**src/rtl/core/sma_pkg.sv**
```systemverilog
`timescale 1ns / 1ps

package sma_pkg;

	localparam int STACK_DEPTH = 64;
	localparam int DATA_W      = 32;
	localparam int DEPTH_W     = 7;
	localparam int SP_W        = $clog2(STACK_DEPTH + 1);
	localparam int ADDR_W      = $clog2(STACK_DEPTH);

	typedef enum logic [2:0] {
		ACT_PUSH = 3'd0,
		ACT_ADD  = 3'd1,
		ACT_SUB  = 3'd2,
		ACT_MUL  = 3'd3,
		ACT_DIV  = 3'd4,
		ACT_CMP  = 3'd5
	} action_t;

	typedef enum logic [1:0] {
		ST_OK      = 2'd0,
		ST_UNDER   = 2'd1,
		ST_OVER    = 2'd2,
		ST_DIVZERO = 2'd3
	} status_t;

	// compare results
	localparam logic [DATA_W-1:0] CMP_GREATER = 32'd5;
	localparam logic [DATA_W-1:0] CMP_LESS    = 32'hFFFF_FFFF;
	localparam logic [DATA_W-1:0] CMP_EQUAL   = 32'd0;

	typedef struct packed {
		logic              start;
		action_t           op;
		logic [DATA_W-1:0] a;   // second popped value
		logic [DATA_W-1:0] b;   // first popped value (top)
	} alu_req_t;

	typedef struct packed {
		logic              busy;
		logic              done;
		logic [DATA_W-1:0] result;
	} alu_rsp_t;

endpackage

```
**src/rtl/core/sma_alu.sv**
```systemverilog
`timescale 1ns / 1ps

module sma_alu (
	input  logic              clk,
	input  logic              arst_n,
	input  sma_pkg::alu_req_t req,
	output sma_pkg::alu_rsp_t rsp
);
	import sma_pkg::*;

	typedef enum logic [2:0] {
		U_IDLE = 3'b001,
		U_RUN  = 3'b010,
		U_FIX  = 3'b100
	} ustate_t;

	ustate_t           state_q;
	action_t           op_q;
	logic [DATA_W-1:0] x_q;
	logic [DATA_W-1:0] y_q;
	logic [DATA_W-1:0] acc_q;
	logic [DATA_W-1:0] res_q;
	logic [4:0]        cnt_q;
	logic              neg_q;
	logic              done_q;

	logic [DATA_W:0]   p_op;
	logic [DATA_W:0]   q_op;
	logic [DATA_W:0]   sum;
	logic              inv;
	logic [DATA_W-1:0] mag_a;
	logic [DATA_W-1:0] mag_b;

	assign mag_a = req.a[DATA_W-1] ? (~req.a + 32'd1) : req.a;
	assign mag_b = req.b[DATA_W-1] ? (~req.b + 32'd1) : req.b;

	// the one shared 33-bit adder
	always_comb begin
		p_op = '0;
		q_op = '0;
		inv  = 1'b0;
		if (state_q == U_FIX) begin
			q_op = {1'b0, y_q};
			inv  = neg_q;
		end else begin
			unique case (op_q)
				ACT_ADD: begin
					p_op = {x_q[DATA_W-1], x_q};
					q_op = {y_q[DATA_W-1], y_q};
				end
				ACT_SUB, ACT_CMP: begin
					p_op = {x_q[DATA_W-1], x_q};
					q_op = {y_q[DATA_W-1], y_q};
					inv  = 1'b1;
				end
				ACT_MUL: begin
					p_op = {1'b0, acc_q};
					q_op = {1'b0, x_q & {DATA_W{y_q[0]}}};
				end
				ACT_DIV: begin
					// trial subtract of the divisor from the shifted remainder
					p_op = {acc_q, y_q[DATA_W-1]};
					q_op = {1'b0, x_q};
					inv  = 1'b1;
				end
				default: begin
					p_op = '0;
				end
			endcase
		end
		sum = p_op + (q_op ^ {(DATA_W+1){inv}}) + {{DATA_W{1'b0}}, inv};
	end

	always_ff @(posedge clk or negedge arst_n) begin
		if (!arst_n) begin
			state_q <= U_IDLE;
			done_q  <= 1'b0;
		end else begin
			done_q <= 1'b0;
			unique case (state_q)
				U_IDLE: begin
					if (req.start) begin
						state_q <= U_RUN;
					end
				end
				U_RUN: begin
					if ((op_q != ACT_MUL && op_q != ACT_DIV) || cnt_q == 5'd0) begin
						state_q <= (op_q == ACT_DIV) ? U_FIX : U_IDLE;
						done_q  <= (op_q != ACT_DIV);
					end
				end
				U_FIX: begin
					state_q <= U_IDLE;
					done_q  <= 1'b1;
				end
				default: begin
					state_q <= U_IDLE;
				end
			endcase
		end
	end

	always_ff @(posedge clk) begin
		unique case (state_q)
			U_IDLE: begin
				if (req.start) begin
					op_q  <= req.op;
					cnt_q <= 5'd31;
					neg_q <= req.a[DATA_W-1] ^ req.b[DATA_W-1];
					acc_q <= '0;
					if (req.op == ACT_DIV) begin
						x_q <= mag_b;
						y_q <= mag_a;
					end else begin
						x_q <= req.a;
						y_q <= req.b;
					end
				end
			end
			U_RUN: begin
				cnt_q <= cnt_q - 5'd1;
				unique case (op_q)
					ACT_ADD, ACT_SUB: begin
						res_q <= sum[DATA_W-1:0];
					end
					ACT_CMP: begin
						// sum is second minus first, sign-extended so it cannot overflow
						if (sum[DATA_W]) begin
							res_q <= CMP_GREATER;
						end else if (sum == '0) begin
							res_q <= CMP_EQUAL;
						end else begin
							res_q <= CMP_LESS;
						end
					end
					ACT_MUL: begin
						acc_q <= sum[DATA_W-1:0];
						x_q   <= {x_q[DATA_W-2:0], 1'b0};
						y_q   <= {1'b0, y_q[DATA_W-1:1]};
						res_q <= sum[DATA_W-1:0];
					end
					ACT_DIV: begin
						if (!sum[DATA_W]) begin
							acc_q <= sum[DATA_W-1:0];
						end else begin
							acc_q <= {acc_q[DATA_W-2:0], y_q[DATA_W-1]};
						end
						y_q <= {y_q[DATA_W-2:0], ~sum[DATA_W]};
					end
					default: begin
						res_q <= '0;
					end
				endcase
			end
			U_FIX: begin
				// apply the quotient sign
				res_q <= sum[DATA_W-1:0];
			end
			default: begin
				res_q <= '0;
			end
		endcase
	end

	assign rsp.busy   = (state_q != U_IDLE);
	assign rsp.done   = done_q;
	assign rsp.result = res_q;

endmodule

```
**src/rtl/core/stack_machine_alu.sv**
```systemverilog
`timescale 1ns / 1ps

// Bounded stack machine: one instruction per input transaction, one result per instruction.
// Input channel: in_valid/in_stall with action and operand. action is push, add, subtract,
// multiply, divide (truncating) or compare; operand is used only by push.
// Output channel: out_valid/out_stall with top_value (zero when empty), depth and status
// (ok, underflow, overflow, divide by zero). On any error the stack is left as it was.
// Push, underflow, overflow and unused codes go from the idle state straight to the finish state;
// divide by zero is caught in the execute state; the others start the ALU and wait for its result.
// Multiply and divide go one bit per cycle through a single shared 33-bit adder, which sets
// the rate.
// One instruction is in flight at a time: in_stall is high from acceptance until the
// result is loaded into the output register, so a new instruction is not accepted before the
// last result is loaded. A finished result waits in the output register while out_stall is high;
// the next instruction is then accepted and runs, but its result holds until the register frees.
// The stack words live in a 64-entry memory with a registered read; the top value sits in a
// register of its own. Reset (arst_n low) empties the stack and drops any pending result;
// no clearing pass is needed.

module stack_machine_alu (
	input  logic               clk,
	input  logic               arst_n,
	input  logic               in_valid,
	output logic               in_stall,
	input  logic [2:0]         action,
	input  logic signed [31:0] operand,
	output logic               out_valid,
	input  logic               out_stall,
	output logic signed [31:0] top_value,
	output logic [6:0]         depth,
	output logic [1:0]         status
);
	import sma_pkg::*;

	typedef enum logic [3:0] {
		S_IDLE   = 4'b0001,
		S_EXEC   = 4'b0010,
		S_WAIT   = 4'b0100,
		S_FINISH = 4'b1000
	} state_t;

	state_t             state_q;
	action_t            act_q;
	status_t            status_q;
	logic [SP_W-1:0]    sp_q;
	logic [DATA_W-1:0]  top_q;
	logic [DATA_W-1:0]  rd_q;
	logic [DATA_W-1:0]  mem [STACK_DEPTH];
	logic               out_valid_q;
	logic [DATA_W-1:0]  top_value_q;
	logic [DEPTH_W-1:0] depth_q;
	status_t            out_status_q;

	logic               in_accept;
	logic               out_free;
	logic               stack_full;
	logic               mem_we;
	logic [ADDR_W-1:0]  wr_addr;
	logic [ADDR_W-1:0]  rd_addr;
	alu_req_t           alu_req;
	alu_rsp_t           alu_rsp;

	assign in_stall   = (state_q != S_IDLE);
	assign in_accept  = in_valid && !in_stall;
	assign out_free   = !out_valid_q || !out_stall;
	assign stack_full = (sp_q >= SP_W'(STACK_DEPTH));

	// memory holds every entry below the top
	assign wr_addr = ADDR_W'(sp_q - SP_W'(1));
	assign rd_addr = ADDR_W'(sp_q - SP_W'(2));
	assign mem_we  = in_accept && (action == ACT_PUSH) && !stack_full && (sp_q != '0);

	always_ff @(posedge clk) begin
		if (mem_we) begin
			mem[wr_addr] <= top_q;
		end
		rd_q <= mem[rd_addr];
	end

	assign alu_req.start = (state_q == S_EXEC) && !(act_q == ACT_DIV && top_q == '0);
	assign alu_req.op    = act_q;
	assign alu_req.a     = rd_q;
	assign alu_req.b     = top_q;

	sma_alu u_alu (
		.clk    (clk),
		.arst_n (arst_n),
		.req    (alu_req),
		.rsp    (alu_rsp)
	);

	always_ff @(posedge clk or negedge arst_n) begin
		if (!arst_n) begin
			state_q <= S_IDLE;
			sp_q    <= '0;
		end else begin
			unique case (state_q)
				S_IDLE: begin
					if (in_accept) begin
						priority if (action == ACT_PUSH) begin
							if (!stack_full) begin
								sp_q <= sp_q + SP_W'(1);
							end
							state_q <= S_FINISH;
						end else if (action <= ACT_CMP && sp_q >= SP_W'(2)) begin
							state_q <= S_EXEC;
						end else begin
							state_q <= S_FINISH;
						end
					end
				end
				S_EXEC: begin
					state_q <= alu_req.start ? S_WAIT : S_FINISH;
				end
				S_WAIT: begin
					if (alu_rsp.done) begin
						sp_q    <= sp_q - SP_W'(1);
						state_q <= S_FINISH;
					end
				end
				S_FINISH: begin
					if (out_free) begin
						state_q <= S_IDLE;
					end
				end
				default: begin
					state_q <= S_IDLE;
				end
			endcase
		end
	end

	always_ff @(posedge clk) begin
		unique case (state_q)
			S_IDLE: begin
				if (in_accept) begin
					act_q    <= action_t'(action);
					status_q <= ST_OK;
					priority if (action == ACT_PUSH) begin
						if (stack_full) begin
							status_q <= ST_OVER;
						end else begin
							top_q <= operand;
						end
					end else if (action <= ACT_CMP && sp_q < SP_W'(2)) begin
						status_q <= ST_UNDER;
					end else begin
						status_q <= ST_OK;
					end
				end
			end
			S_EXEC: begin
				if (!alu_req.start) begin
					status_q <= ST_DIVZERO;
				end
			end
			S_WAIT: begin
				if (alu_rsp.done) begin
					top_q <= alu_rsp.result;
				end
			end
			default: begin
				status_q <= status_q;
			end
		endcase
	end

	// output register
	always_ff @(posedge clk or negedge arst_n) begin
		if (!arst_n) begin
			out_valid_q <= 1'b0;
		end else if (state_q == S_FINISH && out_free) begin
			out_valid_q <= 1'b1;
		end else if (!out_stall) begin
			out_valid_q <= 1'b0;
		end
	end

	always_ff @(posedge clk) begin
		if (state_q == S_FINISH && out_free) begin
			top_value_q  <= (sp_q != '0) ? top_q : '0;
			depth_q      <= DEPTH_W'(sp_q);
			out_status_q <= status_q;
		end
	end

	assign out_valid = out_valid_q;
	assign top_value = top_value_q;
	assign depth     = depth_q;
	assign status    = out_status_q;

`ifndef SYNTHESIS
	a_sp_bounded: assert property (@(posedge clk) disable iff (!arst_n)
		sp_q <= SP_W'(STACK_DEPTH))
		else $error("stack pointer beyond stack depth");

	a_sp_step: assert property (@(posedge clk) disable iff (!arst_n)
		sp_q != $past(sp_q) |-> (sp_q == $past(sp_q) + SP_W'(1)) ||
			(sp_q == $past(sp_q) - SP_W'(1)))
		else $error("stack pointer moved by more than one");

	a_alu_start_idle: assert property (@(posedge clk) disable iff (!arst_n)
		alu_req.start |-> !alu_rsp.busy)
		else $error("alu started while busy");

	a_overflow_full: assert property (@(posedge clk) disable iff (!arst_n)
		(out_valid && status == ST_OVER) |-> depth == DEPTH_W'(STACK_DEPTH))
		else $error("overflow reported on a stack that is not full");
`endif

endmodule
```
**config.mk**
```make
export PLATFORM = sky130hd
export DESIGN_NAME = stack_machine_alu
export DESIGN_NICKNAME = d
export VERILOG_FILES = /design/src/rtl/core/sma_pkg.sv /design/src/rtl/core/sma_alu.sv /design/src/rtl/core/stack_machine_alu.sv
export SDC_FILE = /design/constraint.sdc
export NUM_CORES = 2
export LEC_CHECK = 0
export BUFFER_PORTS_ARGS = -buffer_cell sky130_fd_sc_hd__buf_2
export CAP_MARGIN = 10
export CORE_MARGIN = 4
export CORE_UTILIZATION = 40
export DETAILED_ROUTE_END_ITERATION = 6
export PLACE_DENSITY = 0.61
export SYNTH_ARGS = -nofsm -noshare
export SYNTH_HDL_FRONTEND = slang
export SYNTH_SLANG_ARGS = --single-unit
```
**constraint.sdc**
```tcl
create_clock -name clk -period 15.31 [get_ports clk]
set_clock_uncertainty 0.2 [all_clocks]
set_input_delay 3.062 -clock clk [delete_from_list [all_inputs] [get_ports clk]]
set_output_delay 3.062 -clock clk [all_outputs]
set_load 0.02 [all_outputs]
```
After elaboration in Yosys (flattened, before gate mapping)
Memory sizes are Yosys's and may differ from the RTL's. A register that Yosys moved wholly into a read port is not among the register bits.
Index checks and enable logic that the tools add are counted.
Widths: inputs -> output; s select.
{"block": "op_classes", "order_cmp": 4, "addsub": 8, "n_reduce_logical": 38, "n_eq_ne": 28, "bitwise": 7, "muxes": 59}
{"operator": "$mux 32", "count": 15}
{"operator": "$pmux 32 s2", "count": 6}
{"operator": "$pmux 33 s3", "count": 2}
{"operator": "$pmux 32 s3", "count": 2}
{"operator": "$mux 33", "count": 2}
{"operator": "$add 32x1->32 const B", "count": 2}
{"operator": "$not 32->32", "count": 2}
{"operator": "$add 33x1->33", "count": 1}
{"operator": "$add 33x33->33", "count": 1}
{"operator": "$logic_not 33->1", "count": 1}
{"operator": "$xor 33x33->33", "count": 1}
{"operator": "$and 32x32->32", "count": 1}
{"operator": "$logic_not 32->1", "count": 1}
{"operator": "$mux 7", "count": 4}
{"operator": "$mux 4", "count": 6}
{"operator": "$ne 2x2->1 const B", "count": 8}
{"operator": "$pmux 4 s4", "count": 1}
{"operator": "$pmux 7 s2", "count": 1}
{"operator": "$eq 3x3->1 const B", "count": 4}
{"operator": "$reduce_and 3->1", "count": 4}
{"operator": "$logic_and 1x1->1", "count": 10}
{"operator": "$pmux 5 s2", "count": 1}
{"operator": "$reduce_and 2->1", "count": 5}
{"operator": "$eq 3x2->1 const B", "count": 3}
{"operator": "34 further kinds", "count": 60}
{"block": "totals", "output_inout_bits": 43, "reg_bits": 231, "memories": 1, "mem_bits_rw": 2048}
{"name": "mem", "words": 64, "width": 32, "rd": 1, "rd_clocked_by_memory_dff": 1, "write_ports": 1, "line_no": "stack_machine_alu.sv:48", "source": "logic [DATA_W-1:0] mem [STACK_DEPTH];"}

Depth between registers and ports, before layout
{"block": "depth", "word_depth": 12, "mapped_depth": 22, "ltp_nobuf": 18}

Cells and area by module
Synthesis repeated with hierarchy kept, for this count alone.
{"block": "unflattened", "hier_cells": 5267, "hier_area_um2": 95126.2}
{"module": "stack_machine_alu", "area_each_um2": 82535.4, "seq_area_each_um2": 64783.4, "n_inst": 1, "cells_each": 3758}
{"module": "sma_alu", "area_each_um2": 12590.8, "seq_area_each_um2": 4215.3, "n_inst": 1, "cells_each": 1509}

Least setup slack after synthesis
Ideal clock, no wire load.
{"block": "synth_timing", "kind": "reg-to-reg", "start": "register top_q[1]", "end": "register u_alu.acc_q[0], enable pin", "path_stages_with_launch": 12, "t_required_ns": 14.526, "t_arrival_ns": 7.598, "setup_time_ns": 0.584, "path_slack_ns": 6.928, "path_cell_list": "edfxtp_1 -> inv_1 -> ha_1 -> nand3_1 -> or4_1 -> or3_1 -> or4_1 -> nand2b_1 -> o31ai_1 -> or3_1 -> nand2_1 -> a21boi_0"}
{"block": "synth_between", "elab_chain_cells": 6}
{"element": "start: declaration", "line_no": "stack_machine_alu.sv:46", "source": "logic [DATA_W-1:0] top_q;"}
{"element": "start signal: assignment", "line_no": "stack_machine_alu.sv:143", "source": "top_q <= operand;"}
{"element": "start signal: assignment", "line_no": "stack_machine_alu.sv:159", "source": "top_q <= alu_rsp.result;"}
{"element": "$logic_not 32->1", "line_no": "stack_machine_alu.sv:80", "source": "assign alu_req.start = (state_q == S_EXEC) && !(act_q == ACT_DIV && top_q == '0);"}
{"element": "$logic_and 1x1->1", "line_no": "stack_machine_alu.sv:80"}
{"element": "$logic_not 1->1", "line_no": "stack_machine_alu.sv:80"}
{"element": "$logic_and 1x1->1", "line_no": "stack_machine_alu.sv:80"}
{"element": "$ne 2x2->1 (no line)"}
{"element": "$reduce_and 3->1 (no line)"}
{"element": "end signal: assignment", "line_no": "sma_alu.sv:137", "source": "acc_q <= sum[DATA_W-1:0];"}
{"element": "end signal: assignment", "line_no": "sma_alu.sv:144", "source": "acc_q <= sum[DATA_W-1:0];"}
{"element": "end signal: assignment", "line_no": "sma_alu.sv:146", "source": "acc_q <= {acc_q[DATA_W-2:0], y_q[DATA_W-1]};"}
{"element": "end: declaration", "line_no": "sma_alu.sv:21", "source": "logic [DATA_W-1:0] acc_q;"}
Every way passes these cells.
A chain may end at the register's enable or synchronous reset.

Worst setup path after layout
{"block": "layout_timing", "start": "register u_alu.op_q[2]", "end": "register u_alu.res_q[27], data pin"}
{"block": "layout_between", "elab_chain_cells": 12}
{"element": "start: declaration", "line_no": "sma_alu.sv:18", "source": "action_t op_q;"}
{"element": "start signal: assignment", "line_no": "sma_alu.sv:107", "source": "op_q <= req.op;"}
{"element": "$eq 3x1->1 (tied with other cells)", "line_no": "sma_alu.sv:46, sma_alu.sv:122"}
{"element": "$reduce_or 3->1 (no line)"}
{"element": "$pmux 33 s3 / $mux 1 (equally long branches)", "line_no": "sma_alu.sv:46", "source": "unique case (op_q)"}
{"element": "$mux 33 / $mux 1 (equally long branches)", "line_no": "sma_alu.sv:42", "source": "if (state_q == U_FIX) begin"}
{"element": "$xor 33x33->33", "line_no": "sma_alu.sv:71", "source": "sum = p_op + (q_op ^ {(DATA_W+1){inv}}) + {{DATA_W{1'b0}}, inv};"}
{"element": "$add 33x33->33", "line_no": "sma_alu.sv:71"}
{"element": "$add 33x1->33", "line_no": "sma_alu.sv:71"}
{"element": "$logic_not 33->1", "line_no": "sma_alu.sv:130", "source": "end else if (sum == '0) begin"}
{"element": "$mux 32", "line_no": "sma_alu.sv:130"}
{"element": "$mux 32", "line_no": "sma_alu.sv:128", "source": "if (sum[DATA_W]) begin"}
{"element": "$pmux 32 s3", "line_no": "sma_alu.sv:122", "source": "unique case (op_q)"}
{"element": "$pmux 32 s3 (*)", "line_no": "sma_alu.sv:104", "source": "unique case (state_q)"}
{"element": "end signal: assignment", "line_no": "sma_alu.sv:124", "source": "res_q <= sum[DATA_W-1:0];"}
{"element": "end signal: assignment", "line_no": "sma_alu.sv:140", "source": "res_q <= sum[DATA_W-1:0];"}
{"element": "end signal: assignment", "line_no": "sma_alu.sv:157", "source": "res_q <= sum[DATA_W-1:0];"}
{"element": "end: declaration", "line_no": "sma_alu.sv:22", "source": "logic [DATA_W-1:0] res_q;"}
Every way passes the cells marked *; elsewhere a longest branch is shown, timed or not.

==> metrics.md <==
| Metric | Value |
|---|---|
| Outcome | `finished clean` |
| Slowest CP cell | `nor2b_4` |
| Post-Syn Instances | `4851` |
| Final ANT Viol Nets | `0` |
| Starting Density | `0.404` |
| Post-DP HPWL | `150 mm` |
| Crit path depth | `19` |
| Fin Setup TNS | `0 ps` |
| CP Cell Sequence | `nor2b_4 > o31a_2 > buf_4 > nor4b_2 > or2_1 > inv_1 > fa_1 > nand2b_1 > a211o_1 > a211o_1 > a2111oi_0 > clkbuf_2 > o21ai_0 > a211oi_1 > nand3_1 > or4b_1 > o21ai_1 > buf_4 > o21ai_0` |
| Insertion delay to the later sink of the worst-skew pair | `850 ps` |
| Dominant cell type by area after synthesis | `edfxtp_1` |
| Syn_nets | `4931` |
| Vias in the first global route | `49000` |
| I/O pin total | `82` |
| IO Port Bufs | `81` |
| Synth unique cells | `83` |
| Rel. slew slack | `0.204` |
| Yosys reg bits | `2311` |
| Final worst slack | `7690 ps` |
| Final Hold Violating Endpoints | `0` |
| Multi-input gate area | `0.0246 mm^2` |
| Routed vias | `49100` |
| CTS H-tree depth | `4` |
| PD cells | `124 mW/mm^2` |
| Pwr Total | `13.2 mW` |
| Drt total wl | `257 mm` |
| DP Worst Slack | `7390 ps` |
| Lkg Pwr | `33.2 nW` |
| Antenna violations before repair | `18` |
| DRT Pass-1 Iters | `6` |
| CORE AREA | `0.233 mm^2` |
| Ys async rst share | `0.00692` |
| Grt ovf | `0` |
| Most frequent cells in the layout | `edfxtp_1, mux4_2, nand2_1, clkbuf_16, buf_4` |
| Most used DFF post-synth | `edfxtp_1` |
| RePlAce Congestion | `0.898` |
| Clock Root Buffer | `clkbuf_16` |
| Fin. max-slew vios | `0` |
| Worst r2r src | `u_alu.op_q[2]` |
| Worst Hold Launch | `u_alu.cnt_q[4]` |
| Fin nets | `5109` |
| Min-delay worst type | `reg -> reg` |
| Sequential area share after synthesis | `0.732` |
| Setup crit end kind | `flip-flop` |
| Max-cap violations | `0` |
| Critical Path Max Stage Delay | `840 ps` |
| Cell row count | `177` |
| Num CTS Buffers | `219` |
| CTS tree | `yes` |
| CP startpoint kind | `flip-flop` |
| Unrepaired setup endpoints after global routing | `false` |
| Critical path's top delay family | `simple AND/OR/NAND/NOR gates` |
| Die Span X | `493 um` |
| Largest net degree at the start of global routing | `108` |
| Die height | `493 um` |
| R2r worst-path depth | `19` |
| Clock buffer depth | `3` |
| First-iteration detailed-routing DRC count | `6437` |
| Hold slack | `294 ps` |
| Reg area | `0.0690 mm^2` |
| Mean area per synthesized cell | `19.4 um^2` |
| CP max FO | `35` |
| Post-synth EDFFs | `2263` |
| Period minus WS final | `7620 ps` |
| Worst Path Buf+Inv | `4` |
| Tcrit/Tclk final | `0.498` |
| Synth warnings | `0` |
| Setup CP Type | `reg -> reg` |
| # DRC | `0` |
| GRT Overall Usage | `0.210` |
| Hold buffers post-CTS | `0` |
| Area share of the leading cell type in the synthesized netlist | `0.721` |
| Clock slew at reported path FFs | `60 ps` |
| Syn Std Cell Area | `0.0942 mm^2` |
| Fmax | `131 MHz` |
| Largest cells by area after synthesis | `edfxtp_1, mux4_2, nand2_1` |
| First-pass GRT wire length | `368 mm` |
| Endpoints failing setup | `0` |
| Most common cell after layout, fill and taps aside | `edfxtp_1` |
| Number of cells on the worst hold path | `1` |
| Critical Path AT | `7950 ps` |
| Beginning of the critical path | `u_alu.op_q[2]` |
| WL per Instance | `30.8 um` |
| Share of layout cells above drive strength 1 | `0.252` |
| Area growth syn-to-layout | `13.0%` |
| Tightest Pin Transition | `1180 ps` |
| CTS sink count | `2311` |
| Fillers | `19700` |
| Vias per Instance | `5.88` |
| Maximum vdd drop | `0.116 mV` |
| Die ar. | `0.243 mm^2` |
| # Post-CTS Setup Buffers | `0` |
| Resized cells post-CTS | `0` |
| CP Data Required Time | `15640 ps` |
cells in the mapped netlist (8+ instances only):
cell / n
mux2_2: 8
o31ai_1: 21
xnor2_1: 57
and2_1: 10
nor2_1: 196
inv_1: 45
mux4_2: 655
o21ai_0: 120
or4_1: 12
a22oi_1: 33
or3_1: 21
dfxtp_1: 32
dfrtp_1: 14
xor2_1: 70
o41ai_1: 10
a221oi_1: 65
nand2b_1: 10
edfxtp_1: 2263
buf_2: 8
nand4_1: 14
nor4_1: 17
nor2b_1: 50
a21o_1: 16
nor3_1: 51
nand2_1: 369
ha_1: 40
clkbuf_1: 195
mux2i_1: 15
a31oi_1: 44
nand3_1: 25
buf_1: 78
o211ai_1: 16
a21oi_1: 116
a211oi_1: 51
cell type report:
class / instances / area share
Antenna cell: 7 / 0.000165
Sequential cell: 2311 / 0.648
Timing Repair Buffer: 241 / 0.0158
Tap cell: 3132 / 0.0368
Clock buffer: 282 / 0.0555
Clock inverter: 123 / 0.0109
Multi-Input combinational cell: 2209 / 0.231
Inverter: 47 / 0.00166
routing by layer:
metal,GRT usage,vias up,part of all wire
li1,-,20400,-
met1,0.304,26300,0.42
met2,0.333,2130,0.48
met3,0.0383,329,0.081
met4,0.0469,0,0.021
met5,0,-,0
final timing paths:
| check | end | slack [ps] |
|---|---|---|
| worst max-delay path | u_alu.res_q[27] | 7690 |
| worst min-delay path | u_alu.state_q[2] | 290 |
| worst max register to register | u_alu.res_q[27] | 7690 |
| worst min register to register | u_alu.state_q[2] | 290 |
| max in group asynchronous | sp_q[0] | 12500 |
| min in group asynchronous | u_alu.state_q[1] | 2010 |
state kept, by name (all words and copies together) (netlist names), 3 cells and up:
register	cells
act_q	3
depth	7
mem	2048
rd_q	32
sp_q	7
state_q	4
top_q	32
top_value	32
u_alu.acc_q	32
u_alu.cnt_q	5
u_alu.op_q	3
u_alu.res_q	32
u_alu.state_q	3
u_alu.x_q	32
u_alu.y_q	32
kinds of logic after synthesis:
group | after synthesis | synth area share
AND/OR/NAND/NOR | 808 | 0.0385
buffers and inverters | 331 | 0.0135
flip-flops | 2311 | 0.732
multiplexers | 678 | 0.159
XOR/XNOR | 127 | 0.0118
adder cells (fa/ha/maj) | 41 | 0.00553
AO/OA/AOI/OAI | 555 | 0.0391
per-stage QoR:
step / cells / area [um^2] / util
final: 8352 / 106000 / 0.456
after CTS: 8344 / 106000 / 0.456
after floorplan: 4851 / 94200 / -
after detailed placement: 7939 / 99300 / 0.426
after global placement: 7939 / 99300 / 0.426
after global routing: 8347 / 106000 / 0.456
worst reg2reg max path, delay by kind of cell, from the launching register on:
kind / cells / cell delay [ps]
flip-flops: 1 / 600
AND/OR/NAND/NOR: 6 / 2610
adder cells (fa/ha/maj): 1 / 470
AO/OA/AOI/OAI: 8 / 2350
buffers and inverters: 4 / 1110
report_power, final:
part | internal [mW] | total [mW] | switching [mW] | leakage, nW
clock network | 3.00 | 5.36 | 2.37 | 3.44
registers | 6.93 | 6.98 | 0.0537 | 20.8
logic | 0.280 | 0.889 | 0.609 | 8.96
total | 10.2 | 13.2 | 3.03 | 33.2
Power figures use the tool's default switching activity.
